<file path="config.mk">
export PLATFORM = sky130hd
export DESIGN_NAME = mlp_ctrl
export DESIGN_NICKNAME = d
export VERILOG_FILES = /design/src/rtl/mlp_pkg.sv /design/src/rtl/mlp_ctrl.sv
export SDC_FILE = /design/constraint.sdc
export NUM_CORES = 1
export LEC_CHECK = 0
export BUFFER_PORTS_ARGS = -buffer_cell sky130_fd_sc_hd__buf_2
export CAP_MARGIN = 10
export CORE_AREA = 2 2 97 62
export CTS_BUF_LIST = sky130_fd_sc_hd__clkbuf_8 sky130_fd_sc_hd__clkbuf_16
export DETAILED_ROUTE_END_ITERATION = 8
export DIE_AREA = 0 0 99 64
export GPL_ROUTABILITY_DRIVEN = 0
export PLACE_DENSITY = 0.87
export SLEW_MARGIN = 30
export SYNTH_ARGS = -nofsm -noshare
export SYNTH_HDL_FRONTEND = slang
export SYNTH_SLANG_ARGS = --single-unit
export TNS_END_PERCENT = 20
</file>
<file path="constraint.sdc">
create_clock -name clk -period 2.7 [get_ports clk]
set_clock_uncertainty 0.1 [all_clocks]
set_input_delay 0.135 -clock clk [delete_from_list [all_inputs] [get_ports clk]]
set_output_delay 0.135 -clock clk [all_outputs]
set_load 0.05 [all_outputs]
</file>
<file path="src/rtl/mlp_pkg.sv">
package mlp_pkg;

    localparam int MAX_INPUTS  = 1024;
    localparam int MAX_WIDTH   = 64;
    localparam int MAX_HIDDEN  = 4;
    localparam int CLASS_COUNT = 10;

    localparam int IN_AW   = $clog2(MAX_INPUTS);
    localparam int W_AW    = $clog2(MAX_WIDTH);
    localparam int CLS_W   = $clog2(CLASS_COUNT);
    localparam int LAYER_W = $clog2(MAX_HIDDEN + 1);
    localparam int HID_DEPTH = (MAX_HIDDEN - 1) * MAX_WIDTH * MAX_WIDTH;
    localparam int HID_AW  = $clog2(HID_DEPTH);
    localparam int OW_DEPTH = MAX_WIDTH * CLASS_COUNT;
    localparam int OW_AW   = $clog2(OW_DEPTH);

    localparam int SIG_SIZE = 1024;
    localparam int SIG_AW   = $clog2(SIG_SIZE);
    localparam int SCORE_W  = 13;
    localparam int ACC_W    = 40;

    localparam logic signed [ACC_W-1:0] ACC_MAX = {1'b0, {(ACC_W-1){1'b1}}};
    localparam logic signed [ACC_W-1:0] ACC_MIN = {1'b1, {(ACC_W-1){1'b0}}};
    localparam logic [SCORE_W-1:0] SCORE_ONE  = 13'd4096;
    localparam logic [SCORE_W-1:0] SCORE_HALF = 13'd2048;
    localparam logic [9:0] LEAK_SLOPE = 10'd410;

    localparam logic [1:0] ACT_WEIGHT   = 2'd0;
    localparam logic [1:0] ACT_PIXEL    = 2'd1;
    localparam logic [1:0] ACT_CLASSIFY = 2'd2;

    localparam logic [1:0] REG_INPUT_COUNT  = 2'd0;
    localparam logic [1:0] REG_HIDDEN_WIDTH = 2'd1;
    localparam logic [1:0] REG_LAYER_COUNT  = 2'd2;

    typedef enum logic [2:0] {
        ST_IDLE,
        ST_CLR,
        ST_MAC,
        ST_DRAIN,
        ST_ROUND,
        ST_ACT,
        ST_SCORE,
        ST_EMIT
    } state_t;

    typedef struct packed {
        logic               load;
        logic               start;
        logic               clr_acc;
        logic               issue;
        logic               round;
        logic               act;
        logic               score;
        logic               emit;
        logic               is_out;
        logic [LAYER_W-1:0] layer;
        logic [IN_AW-1:0]   src;
        logic [W_AW-1:0]    dst;
    } ctrl_cmd_t;

    typedef struct packed {
        logic busy;
        logic out_full;
    } dp_status_t;

    typedef logic [SCORE_W-1:0] sig_table_t [SIG_SIZE];

    function automatic sig_table_t build_sig_table();
        sig_table_t t;
        logic [63:0] e;
        logic [63:0] den;
        logic [63:0] num;
        logic [63:0] rem;
        logic [63:0] quo;
        for (int k = 0; k < SIG_SIZE; k++)
        begin
            t[k] = '0;
        end
        e = 64'd1 << 30;
        for (int k = 0; k <= SIG_SIZE / 2; k++)
        begin
            den = (64'd1 << 30) + e;
            num = (64'd1 << 42) + (den >> 1);
            rem = '0;
            quo = '0;
            for (int b = 43; b >= 0; b--)
            begin
                rem = {rem[62:0], num[b]};
                quo = {quo[62:0], 1'b0};
                if (rem >= den)
                begin
                    rem = rem - den;
                    quo[0] = 1'b1;
                end
            end
            if (k < SIG_SIZE / 2)
            begin
                t[SIG_SIZE / 2 + k] = quo[SCORE_W-1:0];
            end
            if (k > 0)
            begin
                t[SIG_SIZE / 2 - k] = SCORE_ONE - quo[SCORE_W-1:0];
            end
            e = (e * 64'd1057095000) >> 30;
        end
        return t;
    endfunction

    localparam sig_table_t SIG_TABLE = build_sig_table();

endpackage

</file>
<file path="src/rtl/mlp_ctrl.sv">
module mlp_ctrl
    import mlp_pkg::*;
(
    input  logic        clk,
    input  logic        rst_n,
    input  logic        cfg_we,
    input  logic [1:0]  cfg_index,
    input  logic [10:0] cfg_data,
    input  logic        item_valid,
    input  logic [1:0]  item_action,
    output logic        item_ready,
    input  dp_status_t  status,
    output ctrl_cmd_t   cmd
);

    state_t             state_reg, state_next;
    logic [10:0]        in_count_reg;
    logic [6:0]         width_reg;
    logic [2:0]         layers_reg;
    logic [LAYER_W-1:0] layer_reg, layer_next;
    logic [IN_AW-1:0]   src_reg, src_next;
    logic [W_AW-1:0]    dst_reg, dst_next;

    logic [10:0]        n_in;
    logic [6:0]         n_w;
    logic [LAYER_W-1:0] n_h;
    logic [10:0]        n_src;
    logic [6:0]         n_dst;
    logic               is_out;
    logic               accept;
    logic               src_last;
    logic               dst_last;

    assign n_in = (in_count_reg > 11'(MAX_INPUTS)) ? 11'(MAX_INPUTS) : in_count_reg;
    assign n_w  = (width_reg > 7'(MAX_WIDTH)) ? 7'(MAX_WIDTH) : width_reg;
    assign n_h  = (layers_reg == 3'd0) ? LAYER_W'(1) :
                  ((layers_reg > 3'(MAX_HIDDEN)) ? LAYER_W'(MAX_HIDDEN) : LAYER_W'(layers_reg));
    assign is_out   = (layer_reg == n_h);
    assign n_src    = (layer_reg == '0) ? n_in : 11'(n_w);
    assign n_dst    = is_out ? 7'(CLASS_COUNT) : n_w;
    assign src_last = ((11'(src_reg) + 11'd1) == n_src);
    assign dst_last = ((7'(dst_reg) + 7'd1) == n_dst);
    assign accept   = item_valid && item_ready;
    assign item_ready = (state_reg == ST_IDLE);

    always_ff @(posedge clk or negedge rst_n)
    begin
        if (!rst_n)
        begin
            in_count_reg <= 11'd784;
            width_reg    <= 7'd64;
            layers_reg   <= 3'd1;
        end
        else if (cfg_we)
        begin
            unique case (cfg_index)
                REG_INPUT_COUNT:  in_count_reg <= cfg_data;
                REG_HIDDEN_WIDTH: width_reg    <= cfg_data[6:0];
                REG_LAYER_COUNT:  layers_reg   <= cfg_data[2:0];
                default: ;
            endcase
        end
    end

    always_ff @(posedge clk or negedge rst_n)
    begin
        if (!rst_n)
        begin
            state_reg <= ST_IDLE;
            layer_reg <= '0;
            src_reg   <= '0;
            dst_reg   <= '0;
        end
        else
        begin
            state_reg <= state_next;
            layer_reg <= layer_next;
            src_reg   <= src_next;
            dst_reg   <= dst_next;
        end
    end

    always_comb
    begin
        state_next = state_reg;
        layer_next = layer_reg;
        src_next   = src_reg;
        dst_next   = dst_reg;
        unique case (state_reg)
            ST_IDLE:
            begin
                if (accept && item_action == ACT_CLASSIFY)
                begin
                    state_next = ST_CLR;
                    layer_next = (n_w == '0) ? n_h : '0;
                    dst_next   = '0;
                end
            end
            ST_CLR:
            begin
                src_next   = '0;
                state_next = (n_src == '0) ? ST_DRAIN : ST_MAC;
            end
            ST_MAC:
            begin
                src_next = src_reg + IN_AW'(1);
                if (src_last)
                begin
                    state_next = ST_DRAIN;
                end
            end
            ST_DRAIN:
            begin
                if (!status.busy)
                begin
                    state_next = ST_ROUND;
                end
            end
            ST_ROUND:
            begin
                state_next = ST_ACT;
            end
            ST_ACT:
            begin
                if (is_out)
                begin
                    state_next = ST_SCORE;
                end
                else if (dst_last)
                begin
                    layer_next = layer_reg + LAYER_W'(1);
                    dst_next   = '0;
                    state_next = ST_CLR;
                end
                else
                begin
                    dst_next   = dst_reg + W_AW'(1);
                    state_next = ST_CLR;
                end
            end
            ST_SCORE:
            begin
                if (dst_last)
                begin
                    state_next = ST_EMIT;
                end
                else
                begin
                    dst_next   = dst_reg + W_AW'(1);
                    state_next = ST_CLR;
                end
            end
            ST_EMIT:
            begin
                if (!status.out_full)
                begin
                    state_next = ST_IDLE;
                end
            end
            default: state_next = ST_IDLE;
        endcase
    end

    always_comb
    begin
        cmd         = '0;
        cmd.load    = accept;
        cmd.start   = accept && (item_action == ACT_CLASSIFY);
        cmd.is_out  = is_out;
        cmd.layer   = layer_reg;
        cmd.src     = src_reg;
        cmd.dst     = dst_reg;
        unique case (state_reg)
            ST_CLR:   cmd.clr_acc = 1'b1;
            ST_MAC:   cmd.issue   = 1'b1;
            ST_ROUND: cmd.round   = 1'b1;
            ST_ACT:   cmd.act     = 1'b1;
            ST_SCORE: cmd.score   = 1'b1;
            ST_EMIT:  cmd.emit    = !status.out_full;
            default: ;
        endcase
    end

endmodule

</file>
==> results of run 1 <==
## through the flow
stage | power, µW | hold slack (ns) | util, %
2_1_floorplan | 2580 | -0.261 | -
3_3_place_gp | 3040 | 0.233 | 62.3
3_5_place_dp | 3120 | 0.239 | 62.3
4_1_cts | 3680 | 0.00462 | 66.5
5_1_grt | 4030 | 0.00521 | 67.5
6_report | 3780 | 0.00667 | 67.5
## power by group
| part | leakage (µW) | internal [µW] | switching [µW] |
|---|---|---|---|
| clock | 0.0000587 | 281 | 259 |
| combinational | 0.000972 | 798 | 1430 |
| sequential | 0.000531 | 810 | 203 |
| total | 0.00156 | 1890 | 1890 |
## kinds of logic after synthesis
| family | Yosys count |
|---|---|
| multiplexers | 22 |
| XOR/XNOR | 25 |
| adder cells (fa/ha/maj) | 4 |
| AO/OA/AOI/OAI | 79 |
| AND/OR/NAND/NOR | 121 |
| buffers and inverters | 34 |
| flip-flops | 43 |
## cell usage in the layout (no fill, tap or decap), types with 4 or more instances in the layout
cell type and n:
mux2_2 20, xnor2_1 19, nand3_1 16, clkbuf_8 5, inv_1 10, nor4bb_1 7, nor3b_1 7, buf_4 17
nor2_1 15, o21ai_0 23, a31oi_2 4, a21oi_1 9, buf_2 48, o22ai_1 6, nor4_1 5, nand2_1 25
dlygate4sd3_1 10, or3_1 4, a31oi_1 6, dfrtp_2 4, nor2b_1 5, nand4_1 10, nor3_1 5, xor2_1 6
dfrtp_1 34, dfstp_2 5, and2_1 4
## metal layers
layer	vias to the layer above	part of all wire [%]	track usage (%)
met5	-	0	0
met4	0	1.1	6.51
met3	14	6.9	4.70
met2	128	46	41.0
met1	1413	46	39.0
li1	1347	-	-
## repair_timing
action | 4_1_cts | 5_1_grt
gates resized for setup | 2 | 12
hold endpoints to repair | 51 | 0
setup endpoints to repair | 1 | 7
hold buffers | 10 | 0
## cell type report
| type | instances | share of cell area, % |
|---|---|---|
| well taps | 69 | 2.37 |
| inverters | 13 | 1.34 |
| repair buffers | 75 | 12.9 |
| multi-input cells | 251 | 50.3 |
| clock inverters | 3 | 1.31 |
| flip-flops and latches | 43 | 29.9 |
| clock buffers | 5 | 1.89 |
## worst max-delay path by stage
| stage | from | endpoint | cells past startpoint |
|---|---|---|---|
| after floorplan | dst_reg[0]$_DFFE_PN0P_ | dst_reg[2]$_DFFE_PN0P_ | 8 |
| after global placement | layer_reg[1]$_DFFE_PN0P_ | state_reg[0]$_DFFE_PN0P_ | 9 |
| after global routing | layer_reg[1]$_DFFE_PN0P_ | state_reg[0]$_DFFE_PN0P_ | 9 |
| after CTS | layer_reg[1]$_DFFE_PN0P_ | state_reg[0]$_DFFE_PN0P_ | 9 |
| after detailed placement | layer_reg[1]$_DFFE_PN0P_ | state_reg[0]$_DFFE_PN0P_ | 9 |
| final | layer_reg[2]$_DFFE_PN0P_ | layer_reg[0]$_DFFE_PN0P_ | 9 |
==> run_results.csv, run 1 <==
group,metric,value,unit
outcome,status,"completed",
synth,ys_seq_elements,43,
synth,ys_warn_count,0,
routing,routed_wl,8.16,mm
place,dpl_worst_slack,-0.0612,ns
synth,synthesis.area,0.00300,mm²
critical_path,cp_num_buf_inv,2,
synth,synthMuxAreaShare,8.23,%
timing,fin_crit,2.62,ns
critical_path,crit_required,2.79,ns
timing,worst_pin_slew,0.556,ns
critical_path,crit_path_end_kind,"flip-flop",
grt,grt_max_degree,44,
synth,yosys.area_share.simple,23.2,%
clock_tree,path_clk_slew,0.09,ns
synth,synth_fa_ha_area_share,1.67,%
routing,num_vias,2902,
cells_and_area,stdcell_area,0.00364,mm²
cells_and_area,nFillCells,418,
timing,setup_slack,0.0819,ns
grt,grt_pass1_wl,13.4,mm
place,placement.io_buffers,49,
critical_path,r2r-end,"layer_reg[0]$_DFFE_PN0P_",
cells_and_area,largest_reg_flops,11,
cells_and_area,drive_gt1_share,32.3,%
grt,track_usage,26.6,%
power_and_ir_drop,leakagePower,0.00156,µW
hold_path,worstHoldStart,"cfg_data[1]",
synth,synth.most_common_cell,"dfrtp_1",
critical_path,slowest_delay,0.47,ns
critical_path,reg2regPathDepth,9,
cells_and_area,fin_nets,414,
synth,avgSynthCellArea,9.13,µm²
critical_path,cpMaxStageDelayCell,"dfrtp_2",
critical_path,arrival,2.71,ns
clock_tree,clkLatencyLatePin,0.31,ns
clock_tree,cts_setup_buffers,0,
synth,yosysTopAreaCell,"dfrtp_1",
critical_path,cp_top_family,"simple AND/OR/NAND/NOR gates",
synth,synth_xor_area_share,7.31,%
clock_tree,ctsHtreeMaxLevel,2,
synth,synth_edf_count,0,
clock_tree,cts_tree,"yes",
critical_path,r2r-start,"layer_reg[2]$_DFFE_PN0P_",
grt,grt_pass1_vias,2784,
grt,antenna_found_initial,0,
power_and_ir_drop,peakVddDrop,0.429,mV
timing,rsz0062_at_grt,"yes",
synth,synth_compound_area_share,18.7,%
clock_tree,cts_buffers,5,
timing,max_freq,382,MHz
synth,synthArstFlopShare,100,%
routing,wl_per_cell,17.8,µm
synth,synth_ff_type,"dfrtp_1",
timing,hold_viol_final,0,
floorplan,core_area,0.00539,mm²
synth,synth_cells,328,
clock_tree,clockBufferDepth,2,
floorplan,initial_core_util,55.6,%
clock_tree,clock-sinks,43,
critical_path,setup.worst_path.class,"reg -> reg",
hold_path,whs_endpoint,"width_reg[1]$_DFFE_PN0P_",
routing,drtIter0Drc,235,
place,dp_hpwl,5.87,mm
floorplan,std_cell_rows,21,
cells_and_area,multi_input_area,0.00183,mm²
floorplan,num_io_pins,50,
timing,slew_headroom,63.0,%
synth,synth_seq_area_share,36.1,%
grt,grt-ovfl-total,0,
critical_path,crit_chain,"buf_4, nor4_1, a221oi_2, buf_4, nand4_1, a31oi_1, nor2_1, nor3_1, a311oi_1",
cells_and_area,fin_cells,459,
place,place_inst,441,
hold_path,hold_class,"in -> reg",
power_and_ir_drop,power.density,1040,mW/mm²
routing,dr.pass1.iters,5,
timing,finalSetupTns,0,ns
critical_path,worstPathMaxFanout,11,
job,cap_violations,0,
hold_path,whs_path_depth,2,
routing,drc,0,
critical_path,crit_top_cell,"buf_4",
clock_tree,clock-root-buffer,"clkbuf_8",
synth,synth_cell_type_count,59,
cells_and_area,antennaDiodeCount,0,
synth,synthTopCellsByCount,"38 x dfrtp_1, 25 x nand2_1, 23 x o21ai_0",
timing,slew_viol_final,0,
routing,ant_nets,0,
cells_and_area,area_growth,21.4,%
timing,period_share,97.0,%
cells_and_area,regArea,0.00109,mm²
floorplan,die_x,99,µm
synth,synth_top_family_by_area,"simple AND/OR/NAND/NOR gates",
critical_path,critPathLaunchType,"flip-flop",
floorplan,die_y,64,µm
critical_path,reg2reg_setup_slack,0.08,ns
synth,ys_top_cells_by_area,"dfrtp_1 32%, mux2_2 7.5%, xnor2_1 5.6%, dfstp_2 4.4%, o21ai_0 3.8%",
place,post_dp_cell_area,0.00336,mm²
floorplan,dieArea,0.00634,mm²
synth,synthesis.nets,353,
routing,viasPerCell,6.32,
synth,synth_top_area_share,31.7,%
timing,finalSetupViolCount,0,
Note: power is estimated with default switching activity, not from simulation.
==> run 2, diff against run 1 <==
- BUFFER_PORTS_ARGS: -buffer_cell sky130_fd_sc_hd__buf_2 -> not set
- CORE_AREA: 2 2 97 62 -> 2 2 96 61
- DIE_AREA: 0 0 99 64 -> 0 0 98 63
- DONT_BUFFER_PORTS: not set -> 1
- PLACE_DENSITY: 0.87 -> 0.8
==> run 2 against run 1 <==
  * Fmax increased by 0.60%
  * Sequential share of layout area up 0.57 points
  * Global-route usage fell by 0.066 points
  * Design area decreased by 2.0%
  * Count of clock-buffer cells in the layout rose by 1
  * Sequential power is essentially flat
  * Critical path depth did not move
  * Worst hold slack improved by 0.014 ns
  * Critical path type unchanged
  * Critical endpoint is now dst_reg[2]$_DFFE_PN0P_
==> run_results.csv, run 2 (synthesis gave the netlist of run 1 again) <==
group,metric,value,unit
outcome,status,"completed",
grt,grt_pass1_vias,2636,
timing,period_share,96.4,%
cells_and_area,largest_reg_flops,11,
hold_path,whs_path_depth,3,
clock_tree,path_clk_slew,0.09,ns
critical_path,crit_chain,"buf_4, xnor2_1, a221oi_2, buf_4, and4bb_2, a31oi_1, a21o_4, o211ai_4, o311ai_2",
critical_path,critPathLaunchType,"flip-flop",
critical_path,crit_top_cell,"buf_4",
grt,grt-ovfl-total,0,
timing,slew_headroom,44.7,%
power_and_ir_drop,power.density,1040,mW/mm²
timing,worst_pin_slew,0.826,ns
place,dp_hpwl,5.85,mm
floorplan,die_y,63,µm
floorplan,core_area,0.00533,mm²
hold_path,whs_endpoint,"state_reg[2]$_DFFE_PN0P_",
grt,grt_max_degree,44,
timing,rsz0062_at_grt,"yes",
cells_and_area,drive_gt1_share,25.7,%
timing,finalSetupViolCount,0,
routing,num_vias,2837,
floorplan,initial_core_util,56.2,%
cells_and_area,final_cell_mix,"42 x buf_4, 35 x dfrtp_1, 25 x nand2_1",
hold_path,worstHoldStart,"status[0]",
timing,slew_viol_final,0,
critical_path,slowest_delay,0.44,ns
clock_tree,ctsHtreeMaxLevel,2,
clock_tree,clockBufferDepth,2,
floorplan,die_x,98,µm
routing,routed_wl,8.08,mm
cells_and_area,fin_nets,394,
timing,max_freq,384,MHz
critical_path,reg2regPathDepth,9,
routing,dr.pass1.iters,5,
place,placement.io_buffers,0,
clock_tree,clkLatencyLatePin,0.31,ns
routing,drc,0,
clock_tree,clock-root-buffer,"clkbuf_8",
clock_tree,clock-sinks,43,
routing,wl_per_cell,18.4,µm
hold_path,hold_class,"in -> reg",
cells_and_area,layout_commonest_cell,"buf_4",
critical_path,worstPathMaxFanout,11,
critical_path,crit_path_end_kind,"flip-flop",
critical_path,r2r-start,"layer_reg[0]$_DFFE_PN0P_",
critical_path,reg2reg_setup_slack,0.1,ns
timing,hold_viol_final,0,
timing,whs,0.0205,ns
floorplan,std_cell_rows,21,
timing,finalSetupTns,0,ns
power_and_ir_drop,leakagePower,0.00147,µW
cells_and_area,area_growth,19.0,%
floorplan,num_io_pins,50,
power_and_ir_drop,peakVddDrop,0.408,mV
timing,fin_crit,2.60,ns
critical_path,r2r-end,"dst_reg[2]$_DFFE_PN0P_",
critical_path,cpMaxStageDelayCell,"dfrtp_2",
floorplan,dieArea,0.00617,mm²
critical_path,arrival,2.72,ns
cells_and_area,antennaDiodeCount,0,
grt,track_usage,26.5,%
critical_path,crit_required,2.82,ns
clock_tree,cts_tree,"yes",
grt,grt_pass1_wl,13.2,mm
grt,antenna_found_initial,0,
job,cap_violations,0,
routing,viasPerCell,6.46,
routing,drtIter0Drc,283,
critical_path,setup.worst_path.class,"reg -> reg",
clock_tree,cts_buffers,5,
routing,ant_nets,0,
## run 2: cell types whose count changed in the layout (fill, tap and decap cells not counted), sizes merged
cell | before | now
clkinvlp | 0 | 1
buf | 65 | 43
dlygate4sd3 | 10 | 12
clkbuf | 5 | 6
inv | 13 | 12
bufinv | 1 | 0
## run 2: through the flow
| stage | utilization, % | setup slack, ns | instance area [µm²] | power, µW | std cells |
|---|---|---|---|---|---|
| after floorplan | - | -0.0443 | 3000 | 2580 | 328 |
| after global placement | 61.7 | 0.202 | 3290 | 3070 | 415 |
| after detailed placement | 61.7 | 0.116 | 3290 | 3130 | 415 |
| after CTS | 66.2 | 0.0197 | 3530 | 3630 | 436 |
| after global routing | 66.8 | -0.0659 | 3560 | 3920 | 439 |
| final | 66.8 | 0.0976 | 3560 | 3700 | 439 |
## run 2: worst max-delay path, delay by kind of cell (launching register included)
family                    cells  cell delay, ns
AOI/OAI and AO/OA             5            1.18
xor gates and xnor gates      1            0.14
buffers and inverters         2            0.41
DFF                           1            0.44
and+or+nand+nor               1            0.24
## run 2: area by class of cell
cell class / count / area, µm²
timing repair buffer: 55 / 455
clock inverter: 2 / 16.3
clock buffer: 6 / 82.6
tap: 69 / 86.3
sequential: 43 / 1090
fill: 430 / 1770
inverter: 13 / 48.8
multi-input combinational: 251 / 1790
## run 2: where the power goes
| group | internal, µW | total [µW] | switching, µW |
|---|---|---|---|
| Combinational | 837 | 2260 | 1430 |
| Clock | 209 | 451 | 242 |
| Sequential | 810 | 989 | 179 |
| Total | 1860 | 3700 | 1850 |
## run 2: per-layer routing
layer / wire length [µm] / vias up / global-route usage (%)
li1: - / 1312 / -
met1: 3730 / 1384 / 39.9
met2: 3590 / 135 / 38.3
met3: 702 / 6 / 5.93
met4: 53 / 0 / 7.12
met5: 0 / - / 0
## run 2: worst max-delay path by stage
| stage | to | start | cells past startpoint | slack (ns) |
|---|---|---|---|---|
| global route | state_reg[0]$_DFFE_PN0P_ | layer_reg[1]$_DFFE_PN0P_ | 10 | -0.07 |
| CTS | state_reg[0]$_DFFE_PN0P_ | layer_reg[0]$_DFFE_PN0P_ | 9 | 0.02 |
| detailed placement | state_reg[0]$_DFFE_PN0P_ | layer_reg[0]$_DFFE_PN0P_ | 9 | 0.12 |
| floorplan | dst_reg[2]$_DFFE_PN0P_ | dst_reg[0]$_DFFE_PN0P_ | 8 | -0.04 |
| finish | dst_reg[2]$_DFFE_PN0P_ | layer_reg[0]$_DFFE_PN0P_ | 9 | 0.1 |
| global placement | layer_reg[0]$_DFFE_PN0P_ | layer_reg[2]$_DFFE_PN0P_ | 8 | 0.20 |
## run 2: what timing repair did
action	4_1_cts	5_1_grt
setup buffers	0	3
gates resized for setup	0	3
endpoints found under the hold margin	64	0
hold buffers	13	0
setup endpoints to repair	0	8
